File: src/design/lwbc_pkg.sv
package lwbc_pkg;

    localparam int ROUNDS_DEF = 18;
    localparam int ADDR_W     = 4;
    localparam logic [ADDR_W-1:0] ADDR_KEY_HIGH = 4'h0;
    localparam logic [ADDR_W-1:0] ADDR_KEY_LOW  = 4'h8;

    typedef logic [15:0] t_word;

    typedef struct packed {
        logic [63:0] kh;
        logic [63:0] kl;
    } t_key;

    typedef logic [6:0] t_kp_tbl [128];
    localparam t_kp_tbl KEY_PERM = '{
        7'd27, 7'd91, 7'd51, 7'd112, 7'd93, 7'd53, 7'd1, 7'd97,
        7'd30, 7'd113, 7'd92, 7'd0, 7'd29, 7'd52, 7'd28, 7'd32,
        7'd99, 7'd127, 7'd3, 7'd15, 7'd70, 7'd50, 7'd121, 7'd86,
        7'd85, 7'd120, 7'd80, 7'd106, 7'd59, 7'd36, 7'd33, 7'd46,
        7'd100, 7'd114, 7'd56, 7'd103, 7'd96, 7'd81, 7'd49, 7'd4,
        7'd16, 7'd117, 7'd118, 7'd7, 7'd19, 7'd71, 7'd39, 7'd10,
        7'd34, 7'd101, 7'd22, 7'd62, 7'd107, 7'd5, 7'd17, 7'd76,
        7'd60, 7'd66, 7'd8, 7'd109, 7'd42, 7'd20, 7'd74, 7'd37,
        7'd40, 7'd72, 7'd115, 7'd44, 7'd47, 7'd94, 7'd54, 7'd11,
        7'd13, 7'd57, 7'd104, 7'd26, 7'd111, 7'd90, 7'd125, 7'd68,
        7'd83, 7'd78, 7'd64, 7'd122, 7'd87, 7'd23, 7'd24, 7'd88,
        7'd123, 7'd63, 7'd77, 7'd82, 7'd67, 7'd110, 7'd43, 7'd124,
        7'd89, 7'd25, 7'd12, 7'd108, 7'd75, 7'd61, 7'd73, 7'd41,
        7'd65, 7'd21, 7'd38, 7'd9, 7'd18, 7'd6, 7'd116, 7'd48,
        7'd95, 7'd55, 7'd45, 7'd102, 7'd35, 7'd58, 7'd105, 7'd79,
        7'd84, 7'd119, 7'd69, 7'd14, 7'd2, 7'd126, 7'd98, 7'd31};

    typedef logic [3:0] t_s4_tbl [16];
    localparam t_s4_tbl S4 = '{4'h0, 4'hF, 4'hE, 4'h5, 4'hD, 4'h3, 4'h6, 4'hC,
                               4'hB, 4'h9, 4'hA, 4'h8, 4'h7, 4'h4, 4'h2, 4'h1};

    typedef logic [7:0] t_s8_tbl [256];
    localparam t_s8_tbl S8 = '{
        8'h52, 8'h5B, 8'h72, 8'h7B, 8'h5D, 8'hD4, 8'h7F, 8'h76,
        8'h53, 8'h5A, 8'h73, 8'h7A, 8'hD5, 8'h5C, 8'h77, 8'h7E,
        8'h84, 8'h0B, 8'h66, 8'h6B, 8'h0D, 8'h02, 8'h6F, 8'h62,
        8'h03, 8'h0C, 8'h63, 8'h6E, 8'h85, 8'h0A, 8'h67, 8'h6A,
        8'hF0, 8'h79, 8'hD0, 8'h59, 8'h7D, 8'hF4, 8'h5F, 8'h56,
        8'hF1, 8'h78, 8'hD1, 8'h58, 8'hF5, 8'h7C, 8'h57, 8'h5E,
        8'hE4, 8'h69, 8'h06, 8'h09, 8'h6D, 8'hE0, 8'h0F, 8'h80,
        8'hE1, 8'h6C, 8'h81, 8'h0E, 8'hE5, 8'h68, 8'h07, 8'h08,
        8'hA4, 8'h29, 8'h26, 8'h2B, 8'h2D, 8'hA0, 8'h2F, 8'h22,
        8'hA1, 8'h2C, 8'h23, 8'h2E, 8'hA5, 8'h28, 8'h27, 8'h2A,
        8'hB0, 8'h39, 8'h32, 8'h3B, 8'h3D, 8'hB4, 8'h3F, 8'h36,
        8'hB1, 8'h38, 8'h33, 8'h3A, 8'hB5, 8'h3C, 8'h37, 8'h3E,
        8'hC4, 8'h4B, 8'h46, 8'h49, 8'h4D, 8'h42, 8'h4F, 8'hC0,
        8'h43, 8'h4C, 8'hC1, 8'h4E, 8'hC5, 8'h4A, 8'h47, 8'h48,
        8'h12, 8'h1B, 8'h90, 8'h19, 8'h1D, 8'h94, 8'h1F, 8'h16,
        8'h13, 8'h1A, 8'h91, 8'h18, 8'h95, 8'h1C, 8'h17, 8'h1E,
        8'h8C, 8'h8B, 8'hEE, 8'hEB, 8'h8D, 8'h8A, 8'hEF, 8'hEA,
        8'h83, 8'h04, 8'hE3, 8'hE6, 8'h05, 8'h82, 8'hE7, 8'hE2,
        8'hDA, 8'hDB, 8'hFA, 8'hFB, 8'hDD, 8'hDC, 8'hFF, 8'hFE,
        8'hD3, 8'hD2, 8'hF3, 8'hF2, 8'h55, 8'h54, 8'hF7, 8'hF6,
        8'hEC, 8'hE9, 8'h8E, 8'h89, 8'hED, 8'hE8, 8'h8F, 8'h88,
        8'h61, 8'h64, 8'h01, 8'h86, 8'h65, 8'h60, 8'h87, 8'h00,
        8'hF8, 8'hF9, 8'hD8, 8'hD9, 8'hFD, 8'hFC, 8'hDF, 8'hDE,
        8'h71, 8'h70, 8'h51, 8'h50, 8'h75, 8'h74, 8'hD7, 8'hD6,
        8'hAC, 8'hA9, 8'hAE, 8'hAB, 8'hAD, 8'hA8, 8'hAF, 8'hAA,
        8'h21, 8'h24, 8'hA3, 8'hA6, 8'h25, 8'h20, 8'hA7, 8'hA2,
        8'hB8, 8'hB9, 8'hBA, 8'hBB, 8'hBD, 8'hBC, 8'hBF, 8'hBE,
        8'h31, 8'h30, 8'hB3, 8'hB2, 8'h35, 8'h34, 8'hB7, 8'hB6,
        8'hCC, 8'hCB, 8'hCE, 8'hC9, 8'hCD, 8'hCA, 8'hCF, 8'hC8,
        8'hC3, 8'h44, 8'h41, 8'hC6, 8'h45, 8'hC2, 8'hC7, 8'h40,
        8'h9A, 8'h9B, 8'h98, 8'h99, 8'h9D, 8'h9C, 8'h9F, 8'h9E,
        8'h93, 8'h92, 8'h11, 8'h10, 8'h15, 8'h14, 8'h97, 8'h96};

    typedef logic [3:0] t_p16_tbl [16];
    localparam t_p16_tbl PERM_A = '{4'd10, 4'd4, 4'd5, 4'd11, 4'd1, 4'd2, 4'd9, 4'd12,
                                    4'd13, 4'd6, 4'd0, 4'd3, 4'd7, 4'd8, 4'd15, 4'd14};
    localparam t_p16_tbl PERM_B = '{4'd10, 4'd7, 4'd4, 4'd2, 4'd3, 4'd12, 4'd5, 4'd15,
                                    4'd11, 4'd1, 4'd6, 4'd8, 4'd14, 4'd9, 4'd13, 4'd0};

    // bit index 0 is the msb
    function automatic t_word bitperm16(input t_word v, input t_p16_tbl tbl);
        t_word o;
        o = '0;
        for (int i = 0; i < 16; i++) begin
            o[15 - tbl[i]] = v[15 - i];
        end
        return o;
    endfunction

    function automatic t_word sub4x4(input t_word v);
        return {S4[v[15:12]], S4[v[11:8]], S4[v[7:4]], S4[v[3:0]]};
    endfunction

    function automatic t_word mix16(input t_word v);
        logic [7:0] a, b;
        a = v[15:8];
        b = v[7:0];
        return {a ^ {a[1:0], a[7:2]} ^ {a[5:0], a[7:6]},
                {b[2:0], b[7:3]} ^ {b[3:0], b[7:4]} ^ {b[6:0], b[7]}};
    endfunction

    function automatic t_word rotl5(input t_word v);
        return {v[10:0], v[15:11]};
    endfunction

    function automatic t_word g2(input t_word a, input t_word b);
        t_word x;
        x = a ^ b;
        return bitperm16({S8[x[15:8]], S8[x[7:0]]}, PERM_B);
    endfunction

    function automatic logic [63:0] ks_half(input logic [63:0] v);
        logic [63:0] o;
        o = v;
        o[63:60] = S4[v[63:60]];
        o[59:56] = S4[v[59:56]];
        o[31:28] = S4[v[31:28]];
        o[27:24] = S4[v[27:24]];
        o = o ^ (64'd59 << 40) ^ (64'd77 << 8);
        return o;
    endfunction

    function automatic logic [63:0] rotl64(input logic [63:0] v, input int r);
        return (v << r) | (v >> (64 - r));
    endfunction

    // one schedule step, round index mod 3 picks the halves and rotations
    function automatic t_key key_step(input t_key k, input int m);
        logic [127:0] kb, ka;
        logic [31:0] q0, q1, q2, q3;
        logic [63:0] ha, hb;
        t_key o;
        kb = {k.kh, k.kl};
        ka = '0;
        for (int i = 0; i < 128; i++) begin
            ka[127 - KEY_PERM[i]] = kb[127 - i];
        end
        q0 = ka[127:96];
        q1 = ka[95:64];
        q2 = ka[63:32];
        q3 = ka[31:0];
        if (m == 0) begin
            ha = {q0, q1};
            hb = {q2, q3};
            o.kh = rotl64(ks_half(ha), 21);
            o.kl = rotl64(ks_half(hb), 13);
        end else if (m == 1) begin
            ha = {q0, q2};
            hb = {q1, q3};
            o.kh = rotl64(ks_half(ha), 7);
            o.kl = rotl64(ks_half(hb), 35);
        end else begin
            ha = {q0, q3};
            hb = {q1, q2};
            o.kh = rotl64(ks_half(ha), 63);
            o.kl = rotl64(ks_half(hb), 49);
        end
        return o;
    endfunction

endpackage

File: src/design/lwbc_round.sv
// one round stage: data round plus next key, registered, with stall
module lwbc_round import lwbc_pkg::*; #(
    parameter int RIDX = 0
) (
    input  logic        i_clk,
    input  logic        i_rst_n,
    input  logic        i_valid,
    input  logic [63:0] i_data,
    input  t_key        i_key,
    output logic        o_valid,
    output logic [63:0] o_data,
    output t_key        o_key,
    input  logic        i_stall
);
    logic        r_valid;
    logic [63:0] r_data;
    t_key        r_key;
    t_key        n_key;
    logic [63:0] n_data;
    logic        w_adv;

    always_comb begin
        t_word w0, w1, w2, w3, k0, k1, f0, f1, f2, f3;
        n_key = key_step(i_key, RIDX % 3);
        k0 = n_key.kh[63:48];
        k1 = n_key.kh[47:32];
        w0 = i_data[63:48];
        w1 = i_data[47:32];
        w2 = i_data[31:16];
        w3 = i_data[15:0];
        f0 = mix16(sub4x4(bitperm16(w0 ^ k0, PERM_A)));
        f3 = bitperm16(sub4x4(mix16(w3)), PERM_A) ^ k1;
        if ((RIDX % 2) == 0) begin
            f1 = g2(rotl5(f0), w3);
            f2 = {f1[6:0], 9'd0};
            n_data = {f1 ^ w1, f0, f3, f2 ^ w2};
        end else begin
            f2 = g2(f0, rotl5(w3));
            f1 = {f2[6:0], 9'd0};
            n_data = {f3, f2 ^ w2, f1 ^ w1, f0};
        end
    end

    assign w_adv = !r_valid || !i_stall;

    always_ff @(posedge i_clk) begin
        if (!i_rst_n) begin
            r_valid <= 1'b0;
        end else if (w_adv) begin
            r_valid <= i_valid;
        end
    end

    always_ff @(posedge i_clk) begin
        if (w_adv && i_valid) begin
            r_data <= n_data;
            r_key  <= n_key;
        end
    end

    assign o_valid = r_valid;
    assign o_data  = r_data;
    assign o_key   = r_key;
endmodule

File: config.mk
export PLATFORM = sky130hd
export DESIGN_NAME = lwbc_round
export DESIGN_NICKNAME = d
export VERILOG_FILES = /design/src/design/lwbc_pkg.sv /design/src/design/lwbc_round.sv
export SDC_FILE = /design/constraint.sdc
export NUM_CORES = 1
export LEC_CHECK = 0
export BUFFER_PORTS_ARGS = -buffer_cell sky130_fd_sc_hd__buf_4
export CAP_MARGIN = 20
export CORE_ASPECT_RATIO = 0.8
export CORE_MARGIN = 1.5
export CORE_UTILIZATION = 45
export CTS_BUF_LIST = sky130_fd_sc_hd__clkbuf_8
export CTS_CLUSTER_DIAMETER = 120
export CTS_CLUSTER_SIZE = 10
export DETAILED_ROUTE_END_ITERATION = 10
export GPL_TIMING_DRIVEN = 0
export PLACE_DENSITY = 0.77
export SLEW_MARGIN = 20
export SYNTH_ARGS = -nofsm -noshare
export SYNTH_HDL_FRONTEND = slang
export SYNTH_SLANG_ARGS = --single-unit
export TNS_END_PERCENT = 1
File: constraint.sdc
create_clock -name i_clk -period 20.8 [get_ports i_clk]
set_input_delay 4.16 -clock i_clk [delete_from_list [all_inputs] [get_ports i_clk]]
set_output_delay 4.16 -clock i_clk [all_outputs]
set_load 0.005 [all_outputs]
Word-level counts from Yosys, hierarchy flattened
Memory sizes are Yosys's and may differ from the RTL's.
Cells that the tools add are included.

storage, ports and cells
  register bits = 193
  memories = 18
  output and inout bits = 193
  bits of input ports = 196
  bits in read-only memories = 5120
  logic and storage cells = 117

memories
  name              words  width  read ports  clocked after memory_dff  wr ports  RTL line         RTL
  (name not given)  256    8      1           0                         0         lwbc_pkg.sv:108  return bitperm16({S8[x[15:8]], S8[x[7:0]]}, PERM_B);
  (name not given)  256    8      1           0                         0         lwbc_pkg.sv:108
  (name not given)  16     4      1           0                         0         lwbc_pkg.sv:90   return {S4[v[15:12]], S4[v[11:8]], S4[v[7:4]], S4[v[3:0]]};
  (name not given)  16     4      1           0                         0         lwbc_pkg.sv:90
  (name not given)  16     4      1           0                         0         lwbc_pkg.sv:90
  (name not given)  16     4      1           0                         0         lwbc_pkg.sv:90
  +12 memories      n/a    n/a    n/a         n/a                       n/a       n/a

operators by class
  bitwise operators = 37
  $lt $le $gt $ge = 18
  muxes and demuxes = 36
  reductions and logical operators = 4

operators by type and width
  kind                count
  $mux 4              32
  $ge 5x5->1 const B  16
  $not 4->5           16
  $xor 16x16->16      5
  $or 64x13->64       1
  $or 64x21->64       1
  $xor 8x8->8         8
  $mux 8              4
  $ge 9x9->1 const B  2
  $not 8->9           2
  $not 5->5           2
  $not 4->4           2
  $logic_not 1->1     2
  $logic_and 1x1->1   1
  $logic_or 1x1->1    1

Logic depth before layout (Yosys ltp)
  depth in word-level cells = 18
  depth in mapped cells = 21
  depth with buffers taken out = 21

Worst setup path before layout
No wires, ideal clock.

  path kind = input to register
  start = input port i_stall
  end = register r_data[0], in the netlist o_data[0] (enable)
  arrival = 17996 ps
  required time = 19760 ps
  stages on the path = 1
  library setup time = 1040 ps
  setup slack = 1764 ps
  buffers on the path = 0
  path through = a21boi_0

between the ends
  cells in the longest elaborated chain, start to end = 3

ends and longest elaborated chain
  element                 RTL line          RTL
  start: declaration      lwbc_round.sv:13  input logic i_stall
  $logic_not 1->1         lwbc_round.sv:44  assign w_adv = !r_valid || !i_stall;
  $logic_or 1x1->1        lwbc_round.sv:44
  $logic_and 1x1->1       lwbc_round.sv:55  if (w_adv && i_valid) begin
  end signal: assignment  lwbc_round.sv:56  r_data <= n_data;
  end: declaration        lwbc_round.sv:16  logic [63:0] r_data;

Every way passes these cells.
A chain may end at the register's enable or synchronous reset.

Worst setup path in the final report
  start = input port i_key[11] (netlist name)
  end = register r_data[52], in the netlist o_data[52] (data pin)

between the ends
  cells in the longest elaborated chain, start to end = 18
  elaborated cells between the ends (all ways) = 32
  those cells by class = mux: 12; bitwise: 14; memory: 6

ends and longest elaborated chain
  element                                      RTL line                        RTL
  start: declaration                           lwbc_round.sv:9                 input t_key i_key,
  $not 4->5 *                                  n/a
  $mem_v2 16x4 *                               n/a
  $mux 4 * (2 in a row)                        n/a
  $or 64x21->64 *                              lwbc_pkg.sv:123                 return (v << r) | (v >> (64 - r));
  $xor 16x16->16 *                             lwbc_round.sv:31                f0 = mix16(sub4x4(bitperm16(w0 ^ k0, PERM_A)));
  $not 4->5 (implied by the code)              lwbc_pkg.sv:90
  $mem_v2 16x4                                 n/a
  $mux 4 (implied by the code) (2 in a row)    lwbc_pkg.sv:90
  $xor 8x8->8 (on tied branches) (2 in a row)  lwbc_pkg.sv:97, lwbc_pkg.sv:98
  $xor 16x16->16 *                             lwbc_pkg.sv:107                 x = a ^ b;
  $not 8->9 (implied by the code) *            lwbc_pkg.sv:108
  $mem_v2 256x8 *                              n/a
  $mux 8 (implied by the code) * (2 in a row)  lwbc_pkg.sv:108
  $xor 16x16->16 *                             lwbc_round.sv:36                n_data = {f1 ^ w1, f0, f3, f2 ^ w2};
  via n_data[52]                               lwbc_round.sv:19                logic [63:0] n_data;

Mark *: on every way through the listed nets, which the timed path passes. The rest lies on a longest branch. The select of a mux whose other input is x is not followed.

==> out/qor.yml <==
num-fill-cells: 1818
cts.sinks: 193
diodes: 0
switching_share: 0.3757
cpPeakStageDelay_ns: 0.69
syn_inst: 839
grt_max_degree: 25
area_growth_syn_to_layout_pct: 36.49
clk_pin_slew_ns: 0.12
grt_pass1_vias: 7687
design_area_sq_mm: 0.01469
synth_nets: 1099
clk_latency_ns: 0.49
grt_pass1_wl_um: 43770
clockPowerShare: 0.176
wirelength_um: 29550
cp.required_ns: 21.04
pwr-share-comb: 0.479
critPathKind: "input pin to flop"
cts_resized: 0
critPathArrivalTime_ns: 9.01
cp_slowest_cell: "xor2_1"
ant_nets: 0
ys.warnings.count: 0
syn_avg_cell_area_sq_um: 12.83
seq_power_share: 0.344
fin_nets: 1502
switching_power_mw: 0.5877
min_period_ns: 8.763
synth_area_sq_mm: 0.01076
timing.slew.headroom: 0.4597
synth_edf_count: 192
grt_usage: 0.2345
initial_core_util: 0.4587
die_y_um: 141.3
r2r_slack_ns: 18.87
htreeDepth: 4
yosys-top-cells-count: "edfxtp_1 (192), xnor2_1 (99), ha_1 (64), inv_1 (61), xor2_1 (54)"
cts_buffer_depth: 2
num_vias: 7902
yosys-top-cells-area: "edfxtp_1 (54%), xnor2_1 (8.1%), ha_1 (7.4%), xor2_1 (4.4%), mux2i_1 (3.2%)"
synth_flop_cell: "edfxtp_1"
finalSetupViolations: 0
holdCritPathClass: "flop to flop"
drt_first_pass_iters: 5
io_buffers: 375
power.density_mw_per_mm2: 106.5
fmax_mhz: 114.1
die_area_sq_mm: 0.02485
power.internal_mw: 0.9768
finalSetupTns_ns: 0
place.gp.congestion: 0.8954
antenna_found_initial: 3
worst_slew_pin_slew_ns: 0.8077
setup.worst_path.end_class: "flop"
drv_slew: 0
via_per_inst: 5.043
cap_viol_max_count: 0
drc_errors: 0
synth_top_area_share: 0.5358
cts_tree: "built"
crit_fanout: 9
io_pins: 389
core_sq_mm: 0.02346
synth_seq_area_share: 0.5377
status: "completed"
dp_hpwl_um: 23550
postCtsSetupBuffers: 0
finalClockSkew_ns: 0.01602
crit_path_cell_trace: "buf_4 > inv_1 > ha_1 > nor2_1 > xnor3_1 > ha_1 > o21ai_0 > o21ai_4 > xnor2_1 > xnor2_1 > xor2_1 > inv_1 > ha_1 > xnor2_1 > o211ai_1 > a21oi_1 > a211o_1 > o21ai_1 > xnor2_1"
wl_per_cell_um: 18.86
drt-initial-drc-count: 400
rows: 50
grt-ovfl-total: 0
synthDistinctLibCells: 69
numCtsBuffers: 17
root_buffer: "clkbuf_8"
leakage_nw: 6.312
hold_violations: 0
die_w_um: 175.9
cts_hold_buf: 0
critPathMostFrequentCell: "xnor2_1"
ys_seq_elements: 193
rsz0062_at_grt: "false"
place_area_sq_mm: 0.01422
critical_path.startpoint_type: "input pin"
yosysTopAreaCell: "edfxtp_1"
fin_crit_sh: 0.4213
drive_above_1_share: 0.3753
vdd.ir_drop.worst_mv: 0.07643
synth_most_common_cell: "edfxtp_1"
synthArstFlopShare: 0
==> cells by family after synthesis <==
family / synth area share
AO/OA/AOI/OAI: 0.09047
multiplexers: 0.04733
AND/OR/NAND/NOR: 0.05849
flip-flops: 0.5377
adder cells (fa/ha/maj): 0.07442
buffers and inverters: 0.03244
XOR/XNOR: 0.1592
==> path summary, 6_finish.rpt <==
check,to,from,depth (start not counted)
max,o_data[52],i_key[11],19
min,o_valid,o_valid,2
max reg2reg,o_key[5],o_valid,4
min reg2reg,o_valid,o_valid,2
==> registers in the layout (all words and copies together) (netlist names) <==
| signal | flops |
|---|---|
| o_valid | 1 |
| o_data | 64 |
| o_key | 128 |
==> power groups by stage <==
stage	Clock (mW)	Combinational, mW	Sequential [mW]
detailed placement	0	0.743	0.548
floorplan	0	0.486	0.566
global route	0.296	0.823	0.544
finish	0.276	0.750	0.539
CTS	0.282	0.749	0.540
global placement	0	0.721	0.564
==> placed cells by master, fill, tap and decap left out, drive strengths merged, types with 4 or more instances in the layout <==
cell type | netlist | layout
nor3 | 16 | 16
nor2 | 35 | 35
o21ai | 36 | 36
nand2 | 44 | 44
mux2 | 15 | 15
a21oi | 32 | 32
clkinv | 1 | 9
o31ai | 12 | 12
a31oi | 6 | 6
o22ai | 8 | 8
or3 | 4 | 4
ha | 64 | 64
xnor2 | 104 | 104
xnor3 | 7 | 7
a211o | 4 | 4
nand2b | 7 | 7
inv | 62 | 68
nor2b | 5 | 5
edfxtp | 192 | 192
mux2i | 34 | 34
buf | 10 | 394
nand3 | 13 | 13
xor2 | 57 | 57
clkbuf | 13 | 30
o211ai | 10 | 10
==> layer usage <==
| metal | vias up | wire length [um] | share of wire | GRT usage |
|---|---|---|---|---|
| li1 | 3835 | - | - | - |
| met1 | 3751 | 11630 | 0.39 | 0.2813 |
| met2 | 274 | 14780 | 0.50 | 0.4005 |
| met3 | 36 | 2498 | 0.085 | 0.07824 |
| met4 | 6 | 598 | 0.020 | 0.07152 |
| met5 | - | 37 | 0.0013 | 0 |
==> through the flow <==
stage	setup slack (ns)	hold slack, ns	std cells	utilization	total power, mW
6_report	12.04	0.6041	1567	0.6260	1.565
5_1_grt	11.63	0.6589	1567	0.6260	1.663
4_1_cts	12.09	0.6059	1567	0.6260	1.571
3_5_place_dp	11.57	0.5832	1535	0.6063	1.291
3_3_place_gp	-4.254	0.5406	1526	0.5953	1.285
2_1_floorplan	1.764	0.5136	839	-	1.053
==> critical path, delay by kind of cell <==
kind	cells	cell delay [ns]
xor gates and xnor gates	6	1.93
AOI/OAI and AO/OA	6	1.23
adders and majority gates	3	0.99
buffers and inverters	3	0.43
and+or+nand+nor	1	0.26
==> final cells by class <==
type	instances	area (sq um)	area share
Clock inverter	15	227.7	0.01551
Clock buffer	17	234.0	0.01593
Tap cell	312	390.4	0.02658
Multi-Input combinational cell	560	4637	0.3157
Inverter	63	237.7	0.01619
Timing Repair Buffer	384	3063	0.2086
Sequential cell	193	5786	0.3939
Buffer	23	111.4	0.007582
Power figures use the tool's default switching activity.
