File: src/design/lwbc_pkg.sv
package lwbc_pkg;

    localparam int ROUNDS_DEF = 18;
    localparam int ADDR_W     = 4;
    localparam logic [ADDR_W-1:0] ADDR_KEY_HIGH = 4'h0;
    localparam logic [ADDR_W-1:0] ADDR_KEY_LOW  = 4'h8;

    typedef logic [15:0] t_word;

    typedef struct packed {
        logic [63:0] kh;
        logic [63:0] kl;
    } t_key;

    typedef logic [6:0] t_kp_tbl [128];
    localparam t_kp_tbl KEY_PERM = '{
        7'd27, 7'd91, 7'd51, 7'd112, 7'd93, 7'd53, 7'd1, 7'd97,
        7'd30, 7'd113, 7'd92, 7'd0, 7'd29, 7'd52, 7'd28, 7'd32,
        7'd99, 7'd127, 7'd3, 7'd15, 7'd70, 7'd50, 7'd121, 7'd86,
        7'd85, 7'd120, 7'd80, 7'd106, 7'd59, 7'd36, 7'd33, 7'd46,
        7'd100, 7'd114, 7'd56, 7'd103, 7'd96, 7'd81, 7'd49, 7'd4,
        7'd16, 7'd117, 7'd118, 7'd7, 7'd19, 7'd71, 7'd39, 7'd10,
        7'd34, 7'd101, 7'd22, 7'd62, 7'd107, 7'd5, 7'd17, 7'd76,
        7'd60, 7'd66, 7'd8, 7'd109, 7'd42, 7'd20, 7'd74, 7'd37,
        7'd40, 7'd72, 7'd115, 7'd44, 7'd47, 7'd94, 7'd54, 7'd11,
        7'd13, 7'd57, 7'd104, 7'd26, 7'd111, 7'd90, 7'd125, 7'd68,
        7'd83, 7'd78, 7'd64, 7'd122, 7'd87, 7'd23, 7'd24, 7'd88,
        7'd123, 7'd63, 7'd77, 7'd82, 7'd67, 7'd110, 7'd43, 7'd124,
        7'd89, 7'd25, 7'd12, 7'd108, 7'd75, 7'd61, 7'd73, 7'd41,
        7'd65, 7'd21, 7'd38, 7'd9, 7'd18, 7'd6, 7'd116, 7'd48,
        7'd95, 7'd55, 7'd45, 7'd102, 7'd35, 7'd58, 7'd105, 7'd79,
        7'd84, 7'd119, 7'd69, 7'd14, 7'd2, 7'd126, 7'd98, 7'd31};

    typedef logic [3:0] t_s4_tbl [16];
    localparam t_s4_tbl S4 = '{4'h0, 4'hF, 4'hE, 4'h5, 4'hD, 4'h3, 4'h6, 4'hC,
                               4'hB, 4'h9, 4'hA, 4'h8, 4'h7, 4'h4, 4'h2, 4'h1};

    typedef logic [7:0] t_s8_tbl [256];
    localparam t_s8_tbl S8 = '{
        8'h52, 8'h5B, 8'h72, 8'h7B, 8'h5D, 8'hD4, 8'h7F, 8'h76,
        8'h53, 8'h5A, 8'h73, 8'h7A, 8'hD5, 8'h5C, 8'h77, 8'h7E,
        8'h84, 8'h0B, 8'h66, 8'h6B, 8'h0D, 8'h02, 8'h6F, 8'h62,
        8'h03, 8'h0C, 8'h63, 8'h6E, 8'h85, 8'h0A, 8'h67, 8'h6A,
        8'hF0, 8'h79, 8'hD0, 8'h59, 8'h7D, 8'hF4, 8'h5F, 8'h56,
        8'hF1, 8'h78, 8'hD1, 8'h58, 8'hF5, 8'h7C, 8'h57, 8'h5E,
        8'hE4, 8'h69, 8'h06, 8'h09, 8'h6D, 8'hE0, 8'h0F, 8'h80,
        8'hE1, 8'h6C, 8'h81, 8'h0E, 8'hE5, 8'h68, 8'h07, 8'h08,
        8'hA4, 8'h29, 8'h26, 8'h2B, 8'h2D, 8'hA0, 8'h2F, 8'h22,
        8'hA1, 8'h2C, 8'h23, 8'h2E, 8'hA5, 8'h28, 8'h27, 8'h2A,
        8'hB0, 8'h39, 8'h32, 8'h3B, 8'h3D, 8'hB4, 8'h3F, 8'h36,
        8'hB1, 8'h38, 8'h33, 8'h3A, 8'hB5, 8'h3C, 8'h37, 8'h3E,
        8'hC4, 8'h4B, 8'h46, 8'h49, 8'h4D, 8'h42, 8'h4F, 8'hC0,
        8'h43, 8'h4C, 8'hC1, 8'h4E, 8'hC5, 8'h4A, 8'h47, 8'h48,
        8'h12, 8'h1B, 8'h90, 8'h19, 8'h1D, 8'h94, 8'h1F, 8'h16,
        8'h13, 8'h1A, 8'h91, 8'h18, 8'h95, 8'h1C, 8'h17, 8'h1E,
        8'h8C, 8'h8B, 8'hEE, 8'hEB, 8'h8D, 8'h8A, 8'hEF, 8'hEA,
        8'h83, 8'h04, 8'hE3, 8'hE6, 8'h05, 8'h82, 8'hE7, 8'hE2,
        8'hDA, 8'hDB, 8'hFA, 8'hFB, 8'hDD, 8'hDC, 8'hFF, 8'hFE,
        8'hD3, 8'hD2, 8'hF3, 8'hF2, 8'h55, 8'h54, 8'hF7, 8'hF6,
        8'hEC, 8'hE9, 8'h8E, 8'h89, 8'hED, 8'hE8, 8'h8F, 8'h88,
        8'h61, 8'h64, 8'h01, 8'h86, 8'h65, 8'h60, 8'h87, 8'h00,
        8'hF8, 8'hF9, 8'hD8, 8'hD9, 8'hFD, 8'hFC, 8'hDF, 8'hDE,
        8'h71, 8'h70, 8'h51, 8'h50, 8'h75, 8'h74, 8'hD7, 8'hD6,
        8'hAC, 8'hA9, 8'hAE, 8'hAB, 8'hAD, 8'hA8, 8'hAF, 8'hAA,
        8'h21, 8'h24, 8'hA3, 8'hA6, 8'h25, 8'h20, 8'hA7, 8'hA2,
        8'hB8, 8'hB9, 8'hBA, 8'hBB, 8'hBD, 8'hBC, 8'hBF, 8'hBE,
        8'h31, 8'h30, 8'hB3, 8'hB2, 8'h35, 8'h34, 8'hB7, 8'hB6,
        8'hCC, 8'hCB, 8'hCE, 8'hC9, 8'hCD, 8'hCA, 8'hCF, 8'hC8,
        8'hC3, 8'h44, 8'h41, 8'hC6, 8'h45, 8'hC2, 8'hC7, 8'h40,
        8'h9A, 8'h9B, 8'h98, 8'h99, 8'h9D, 8'h9C, 8'h9F, 8'h9E,
        8'h93, 8'h92, 8'h11, 8'h10, 8'h15, 8'h14, 8'h97, 8'h96};

    typedef logic [3:0] t_p16_tbl [16];
    localparam t_p16_tbl PERM_A = '{4'd10, 4'd4, 4'd5, 4'd11, 4'd1, 4'd2, 4'd9, 4'd12,
                                    4'd13, 4'd6, 4'd0, 4'd3, 4'd7, 4'd8, 4'd15, 4'd14};
    localparam t_p16_tbl PERM_B = '{4'd10, 4'd7, 4'd4, 4'd2, 4'd3, 4'd12, 4'd5, 4'd15,
                                    4'd11, 4'd1, 4'd6, 4'd8, 4'd14, 4'd9, 4'd13, 4'd0};

    // bit index 0 is the msb
    function automatic t_word bitperm16(input t_word v, input t_p16_tbl tbl);
        t_word o;
        o = '0;
        for (int i = 0; i < 16; i++) begin
            o[15 - tbl[i]] = v[15 - i];
        end
        return o;
    endfunction

    function automatic t_word sub4x4(input t_word v);
        return {S4[v[15:12]], S4[v[11:8]], S4[v[7:4]], S4[v[3:0]]};
    endfunction

    function automatic t_word mix16(input t_word v);
        logic [7:0] a, b;
        a = v[15:8];
        b = v[7:0];
        return {a ^ {a[1:0], a[7:2]} ^ {a[5:0], a[7:6]},
                {b[2:0], b[7:3]} ^ {b[3:0], b[7:4]} ^ {b[6:0], b[7]}};
    endfunction

    function automatic t_word rotl5(input t_word v);
        return {v[10:0], v[15:11]};
    endfunction

    function automatic t_word g2(input t_word a, input t_word b);
        t_word x;
        x = a ^ b;
        return bitperm16({S8[x[15:8]], S8[x[7:0]]}, PERM_B);
    endfunction

    function automatic logic [63:0] ks_half(input logic [63:0] v);
        logic [63:0] o;
        o = v;
        o[63:60] = S4[v[63:60]];
        o[59:56] = S4[v[59:56]];
        o[31:28] = S4[v[31:28]];
        o[27:24] = S4[v[27:24]];
        o = o ^ (64'd59 << 40) ^ (64'd77 << 8);
        return o;
    endfunction

    function automatic logic [63:0] rotl64(input logic [63:0] v, input int r);
        return (v << r) | (v >> (64 - r));
    endfunction

    // one schedule step, round index mod 3 picks the halves and rotations
    function automatic t_key key_step(input t_key k, input int m);
        logic [127:0] kb, ka;
        logic [31:0] q0, q1, q2, q3;
        logic [63:0] ha, hb;
        t_key o;
        kb = {k.kh, k.kl};
        ka = '0;
        for (int i = 0; i < 128; i++) begin
            ka[127 - KEY_PERM[i]] = kb[127 - i];
        end
        q0 = ka[127:96];
        q1 = ka[95:64];
        q2 = ka[63:32];
        q3 = ka[31:0];
        if (m == 0) begin
            ha = {q0, q1};
            hb = {q2, q3};
            o.kh = rotl64(ks_half(ha), 21);
            o.kl = rotl64(ks_half(hb), 13);
        end else if (m == 1) begin
            ha = {q0, q2};
            hb = {q1, q3};
            o.kh = rotl64(ks_half(ha), 7);
            o.kl = rotl64(ks_half(hb), 35);
        end else begin
            ha = {q0, q3};
            hb = {q1, q2};
            o.kh = rotl64(ks_half(ha), 63);
            o.kl = rotl64(ks_half(hb), 49);
        end
        return o;
    endfunction

endpackage

File: src/design/lwbc_regs.sv
// key registers behind the apb port
module lwbc_regs import lwbc_pkg::*; (
    input  logic              i_clk,
    input  logic              i_rst_n,
    input  logic              psel,
    input  logic              penable,
    input  logic              pwrite,
    input  logic [ADDR_W-1:0] paddr,
    input  logic [63:0]       pwdata,
    output logic [63:0]       prdata,
    output logic              pready,
    output t_key              o_key
);
    t_key r_key;

    always_ff @(posedge i_clk) begin
        if (!i_rst_n) begin
            r_key <= '0;
        end else if (psel && penable && pwrite) begin
            unique case (paddr)
                ADDR_KEY_HIGH: r_key.kh <= pwdata;
                ADDR_KEY_LOW:  r_key.kl <= pwdata;
                default: ;
            endcase
        end
    end

    always_comb begin
        unique case (paddr)
            ADDR_KEY_HIGH: prdata = r_key.kh;
            ADDR_KEY_LOW:  prdata = r_key.kl;
            default:       prdata = '0;
        endcase
    end

    assign pready = 1'b1;
    assign o_key  = r_key;
endmodule

File: config.mk
export PLATFORM = sky130hd
export DESIGN_NAME = lwbc_regs
export DESIGN_NICKNAME = d
export VERILOG_FILES = /design/src/design/lwbc_pkg.sv /design/src/design/lwbc_regs.sv
export SDC_FILE = /design/constraint.sdc
export NUM_CORES = 1
export LEC_CHECK = 0
export BUFFER_PORTS_ARGS = -buffer_cell sky130_fd_sc_hd__buf_2
export CORE_MARGIN = 3
export CORE_UTILIZATION = 46
export DETAILED_ROUTE_END_ITERATION = 7
export PLACE_DENSITY = 0.8
export SYNTH_ARGS = -nofsm -noshare
export SYNTH_HDL_FRONTEND = slang
export SYNTH_SLANG_ARGS = --single-unit
File: constraint.sdc
create_clock -name i_clk -period 1.47 [get_ports i_clk]
set_input_delay 0.2205 -clock i_clk [delete_from_list [all_inputs] [get_ports i_clk]]
set_output_delay 0.2205 -clock i_clk [all_outputs]
set_load 0.1 [all_outputs]
==> Word level (Yosys, flattened, before mapping) <==
Index checks and enable logic that the tools add are counted.
{ "op_classes": {"addsub": 0, "multipliers": 0, "div": 0, "magnitude_cmp": 0, "eq_ne": 1, "shifts": 0, "muxes": 1, "n_bitwise": 0, "n_reduce_logical": 5} }
{ "ops": {"columns": ["operator", "n"], "rows": [
  ["case mux 64 bit (2 select lines)", 1],
  ["equality test 4 bit (second input constant)", 1],
  ["logical NOT 4 bit", 1],
  ["AND reduction 2 bit", 2],
  ["logical AND 1 bit", 2]
]} }
{ "word_totals": {"register_bits": 128, "latchBits": 0, "ramBits": 0, "mem_bits_ro": 0, "inputBits": 73, "mem_count": 0} }

==> Depth between registers and ports, before layout <==
Gate-level depths: netlist (run 1).
{ "logic_depth": {"ltp_word": 3, "depth_mapped": 5, "ltp_nobuf": 3} }

==> Worst setup path after synthesis (run 1) <==
OpenSTA, ideal clock, no wires.
{ "synth_timing": {"path_type": "flip-flop to output port", "startpoint": "register r_key (netlist bit o_key[64])", "endpoint": "output prdata[0]", "arrival_ps": 1853, "setup_slack_ps": -604, "path_stages_with_launch": 2, "cell_sequence": "dfxtp_1 -> a22o_1"} }
{ "synth_between": {"elab_chain_cells": 1} }
{ "synth_rtl": {"columns": ["element", "line", "rtl"], "rows": [
  ["start, declared", "lwbc_regs.sv:14", "t_key r_key;"],
  ["case mux 64 bit (2 select lines)", "lwbc_regs.sv:29", "unique case (paddr)"],
  ["end, declared", "lwbc_regs.sv:10", "output logic [63:0] prdata,"]
]} }
No other way between the ends.

==> Worst setup path in the final report (run 1) <==
{ "layout_timing": {"startpoint": "input paddr[2]", "endpoint": "output prdata[44]"} }
{ "layout_between": {"elab_chain_cells": 2} }
{ "layout_rtl": {"columns": ["element", "line", "rtl"], "rows": [
  ["start, declared", "lwbc_regs.sv:8", "input logic [ADDR_W-1:0] paddr,"],
  ["equality test 4 bit / logical NOT 4 bit (equally long branches)", "lwbc_regs.sv:29", null],
  ["case mux 64 bit (2 select lines) (*)", "lwbc_regs.sv:29", null]
]} }
Every way passes the cells marked *; elsewhere a longest branch is shown, timed or not.

==> reports/summary.txt, run 1 <==
Count leader, synth = nand2_1
Main synth FF type = dfxtp_1
Syn. warnings = 0
CTS sink count = 128
WHS Path Cells = 3
Detailed-placement wirelength estimate = 13,200 µm
Syn_nets = 640
Place WS = -0.251 ns
Max cap viols = 0
Top delay family on crit path = buffers and inverters
R2R cell count = 2
Fill count = 575
Setup tns final = -16.27 ns
Bufs and invs on worst path = 6
Worst path required time = 1.25 ns
Yosys top cell area share = 46.6%
Async set or reset register ratio after synthesis = 0%
Startpoint types = input pin
CTS max path bufs = 2
DRC = 0
H-tree depth = 4
Most instantiated cells after synthesis = nand2_1, dfxtp_1, mux2i_1
Clock Latency Late Sink = 0.39 ns
Simple logic cell fraction of the synthesized area = 13.8%
Vias per cell = 5.51
Initial Util = 47.5%
Endpoints failing hold = 0
Xor/xnor share of the synthesized area = 0%
Reg-to-reg endpoint = o_key[30]
Worst vdd ir = 0.000721 V
Clock Tree Root = clkbuf_16
Status = finished with violations
Worst setup EP type = primary output
Share of layout cells above drive strength 1 = 62.7%
Ant. Diodes = 0
Crit path max fanout = 8
Synth-to-Final Area Change = 79.0%
Final slew viol count = 0
Die Height = 115 µm
Total core area = 11,600 µm²
Die area = 13,300 µm²
Row count = 39
R2R Path Start = o_key[30]
Tmin final = 1.70 ns
Mapped Area = 5500 µm²
Layout Nets = 925
Largest family of logic cells by synthesized area = multiplexers
Hold-fix buffers at CTS = 0
RSZ-0062 raised after global routing = true
Max reg flops = 128
Synth top area cells = dfxtp_1, mux2i_1, nand2_1
Overall power = 8440 µW
Final worst-path cycle share = 116%
EDFF count, synth = 0
Grt ovf = 0
Gp weighted congestion = 0.817
Hold Slack = 0.0849 ns
DRT Wirelength = 21,400 µm
Fin Clk Skew = 0 ns
Gr usage total = 28.3%
Total number of vias = 5,551
Clock buffer count from CTS = 17
Post-Syn Instances = 567
DR iter-0 viols = 303
Cell Chain, Critical Path = buf_8 -> nor4_4 -> buf_4 -> buf_6 -> buf_8 -> buf_12 -> a22o_4 -> buf_12
Slew @ Worst Pin = 0.511 ns
Critical Path Slowest Stage Cell = nor4_4
# port buffers = 264
Fmax = 587 MHz
Headroom to the max-slew limit = 66.2%
PwrDens = 857 nW/µm²
Final setup vio count = 122
Synth Area in Adders = 0%
Chip Width = 115 µm
Antenna violations before repair = 0
Synth Register Bits = 128
CTS clk-pin slew, worst paths = 0.06 ns
Synth area leader = dfxtp_1
Mux cell area share after synthesis = 23.3%
Slowest stage delay, CP = 0.26 ns
Routed Antenna Nets = 0
CP arrival = 1.48 ns
Violated checks = setup timing
Sequential-to-total area share from yosys stat = 46.6%
CTS tree = yes
Drt pass-1 iters = 5
LEAKAGE = 0.00448 µW
Syn_area_per_cell = 9.70 µm²
Num ports = 266
Wirelength per Cell = 21.2 µm
Fin util = 85.1%
Hold EP = o_key[122]
R2R Setup Slk = 0.67 ns
Hold crit path type = input pin to register
Fin worst setup slack = -0.232 ns
Crit path kind = input pin to primary output
Largest net degree at the start of global routing = 56
Worst hold path startpoint = pwdata[58]
Compound-Gate Fraction of Synth Area = 10.2%
Number of distinct library cells after synthesis = 14
Vias in the first global route = 5,773
First-pass GRT wire length = 29,600 µm
==> layer usage <==
layer  global-route usage [%]  wire, µm
met1                     29.3      7580
met3                     7.05      1080
met5                        0         0
met4                     14.4       818
met2                     52.3     11900
==> cell type report <==
class	count	area, µm²	area share (%)
Multi-Input combinational cell	389	3200	32.5
Timing Repair Buffer	316	3140	31.9
Sequential cell	128	2720	27.6
Clock buffer	22	474	4.82
Tap cell	143	179	1.82
Clock inverter	10	134	1.36
==> how the worst max path moves through the flow <==
stage,cells past startpoint,end,from,slack (ns)
2_1_floorplan,1,prdata[0],o_key[64],-0.34
3_3_place_gp,6,prdata[61],paddr[1],-0.18
3_5_place_dp,6,o_key[45],paddr[1],-0.25
4_1_cts,8,prdata[59],paddr[2],-0.20
5_1_grt,8,prdata[59],paddr[2],-0.26
6_report,8,prdata[44],paddr[2],-0.23
==> worst reg2reg max path, stage by stage, from the launching register on <==
cell     delay (ns)
dfxtp_2        0.39
nand2_1        0.08
mux2i_1        0.22
==> cells by family (layout without fill, tap and decap cells) <==
family | Yosys count | count (layout)
buffers and inverters | 50 | 348
flip-flops | 128 | 128
multiplexers | 128 | 128
AND/OR/NAND/NOR | 196 | 196
AO/OA/AOI/OAI | 64 | 64
other | 1 | 1
==> placed cells by master, fill, tap and decap left out, drive strengths merged <==
cell and count:
and4 2, clkinv 5, clkinvlp 2, dfxtp 128, mux2i 128, conb 1
nor4b 1, nor4 1, clkbuf 31, nand2 192, bufinv 3, a22o 64
buf 307
==> report_power, final <==
group          internal (µW)  total (µW)  switching, µW
Combinational            223         625            402
Clock                   2800        4310           1520
Sequential              3490        3500           15.9
Total                   6510        8440           1940
==> timing repair <==
action                                  4_1_cts  5_1_grt
gates resized for setup                      24       11
buffers inserted                              8        8
endpoints found under the setup margin       64      130
gates cloned                                  6       11
pin swaps                                    33        2
==> through the flow <==
| step | std cells | area [µm²] |
|---|---|---|
| after floorplan | 567 | 6240 |
| after global placement | 945 | 8630 |
| after detailed placement | 945 | 8630 |
| after CTS | 989 | 9540 |
| after global routing | 1008 | 9840 |
| final | 1008 | 9840 |
(Power assumes the default switching activity.)
==> run 2: changes to the inputs <==
Settings changed: CTS_CLUSTER_DIAMETER set to 50, REMOVE_ABC_BUFFERS set to 1.
==> reports/summary.txt, run 2 (synthesis results as in run 1) <==
R2R Path Start = o_key[107]
PwrDens = 864 nW/µm²
Sequential share of power = 41.3%
Gr usage total = 24.7%
Commonest non-fill, non-tap cells in the layout = nand2_1, mux2i_1, dfxtp_1
Final setup vio count = 175
Switching power = 1980 µW
Gp weighted congestion = 0.812
Clock share of power = 51.2%
CTS max path bufs = 2
Synth-to-Final Area Change = 78.2%
Post-Layout Cell Count = 1,015
Fill count = 520
Most frequent CP cell = buf_12
Share of layout cells above drive strength 1 = 45.5%
Crit path kind = input pin to primary output
Die area = 13,300 µm²
Violated checks = setup timing
Fmax = 577 MHz
Total number of vias = 5,645
First-pass GRT wire length = 26,000 µm
CTS sink count = 128
Vias per cell = 5.56
Setup tns final = -19.55 ns
Cell Chain, Critical Path = buf_8 -> nor4b_4 -> buf_4 -> buf_12 -> clkbuf_16 -> a22o_1 -> buf_12
Status = finished with violations
Row count = 39
Antenna violations before repair = 2
Fin worst setup slack = -0.264 ns
Die Height = 115 µm
Max cap viols = 0
CTS tree = yes
Clock Tree Root = clkbuf_16
Total core area = 11,600 µm²
RSZ-0062 raised after global routing = true
Tmin final = 1.73 ns
Largest net degree at the start of global routing = 48
Vias in the first global route = 5,204
Most common cell after layout, fill and taps aside = nand2_1
Num ports = 266
DRC = 0
Overall power = 8470 µW
Comb pwr share = 7.5%
Placed instance area = 8010 µm²
Final worst-path cycle share = 118%
Chip Width = 115 µm
Max reg flops = 128
Hold-fix buffers at CTS = 0
Worst hold path startpoint = pwdata[26]
DRT Wirelength = 21,600 µm
Grt ovf = 0
Design Area, Final = 9800 µm²
Slowest stage delay, CP = 0.24 ns
Hold Slack = 0.0821 ns
Beginning of the critical path = paddr[1]
Placed cell count = 955
LEAKAGE = 0.00420 µW
Drt pass-1 iters = 7
Crit path max fanout = 8
# port buffers = 264
CP arrival = 1.51 ns
Startpoint types = input pin
Top delay family on crit path = buffers and inverters
Bufs and invs on worst path = 5
Routed Antenna Nets = 0
Switching Share = 23.4%
Final slew viol count = 0
Clock buffer count from CTS = 17
Worst setup EP type = primary output
Critical Path Slowest Stage Cell = nor4b_4
Endpoints failing hold = 0
H-tree depth = 4
CTS clk-pin slew, worst paths = 0.06 ns
Wirelength per Cell = 21.2 µm
DR iter-0 viols = 451
Layout Nets = 930
Initial Util = 47.5%
Clock Latency Late Sink = 0.40 ns
Internal power = 6480 µW
Worst vdd ir = 0.000520 V
Detailed-placement wirelength estimate = 11,800 µm
Worst path required time = 1.25 ns
Fin Clk Skew = 0 ns
Hold crit path type = input pin to register
[run 2: cell types whose count changed in the layout (fill, tap and decap cells not counted), moves of 4 or more]
| cell | change |
|---|---|
| clkbuf_4 | +84 |
| buf_6 | +7 |
| buf_2 | -92 |
| dfxtp_2 | -126 |
| a22o_1 | +24 |
| dfxtp_1 | +126 |
| buf_16 | -5 |
| buf_12 | +4 |
| a22o_4 | -24 |
[run 2: final cells by class]
type | instances | area [µm²] | area share (%)
clock buffers | 20 | 457 | 4.66
clock inverters | 12 | 159 | 1.62
flip-flops and latches | 128 | 2560 | 26.1
multi-input cells | 389 | 2980 | 30.4
diodes | 2 | 5.00 | 0.0511
repair buffers | 321 | 3450 | 35.2
well taps | 143 | 179 | 1.83
[run 2: per-layer routing]
layer	GRT usage, %	share of wire (%)
met1	28.0	37
met2	43.9	53
met3	6.26	6.2
met4	10.6	4.0
met5	0	0
[run 2: worst min-delay path: cells and delay by family]
| kind | cells | cell delay, ns |
|---|---|---|
| buffers and inverters | 1 | 0.09 |
| muxes | 1 | 0.06 |
| and+or+nand+nor | 1 | 0.06 |
[run 2: path summary, 6_finish.rpt]
kind              slack (ns)         end  cells past startpoint
setup / recovery       -0.26  prdata[15]                      7
hold / removal          0.08   o_key[90]                      3
hold reg to reg         0.47    o_key[3]                      2
setup reg to reg        0.67  o_key[107]                      2
[run 2: through the flow]
step / utilization [%] / setup slack [ns]
2_1_floorplan: - / -6.45
3_3_place_gp: 69.3 / -0.215
3_5_place_dp: 69.3 / -0.282
4_1_cts: 77.1 / -0.207
5_1_grt: 84.7 / -0.302
6_report: 84.7 / -0.264
[run 2: timing repair]
action / CTS / global route
resized for setup: 42 / 134
setup buffers: 6 / 7
setup endpoints to repair: 68 / 183
cloned: 2 / 13
pin swaps: 36 / 24
[run 2: power by group through the flow]
stage                     Combinational [µW]  Clock, µW  Sequential, µW
after global routing                     667       4530            3500
after global placement                   502          0            3570
final                                    632       4330            3500
after detailed placement                 509          0            3570
after CTS                                552       4340            3500
after floorplan                          131          0            3670
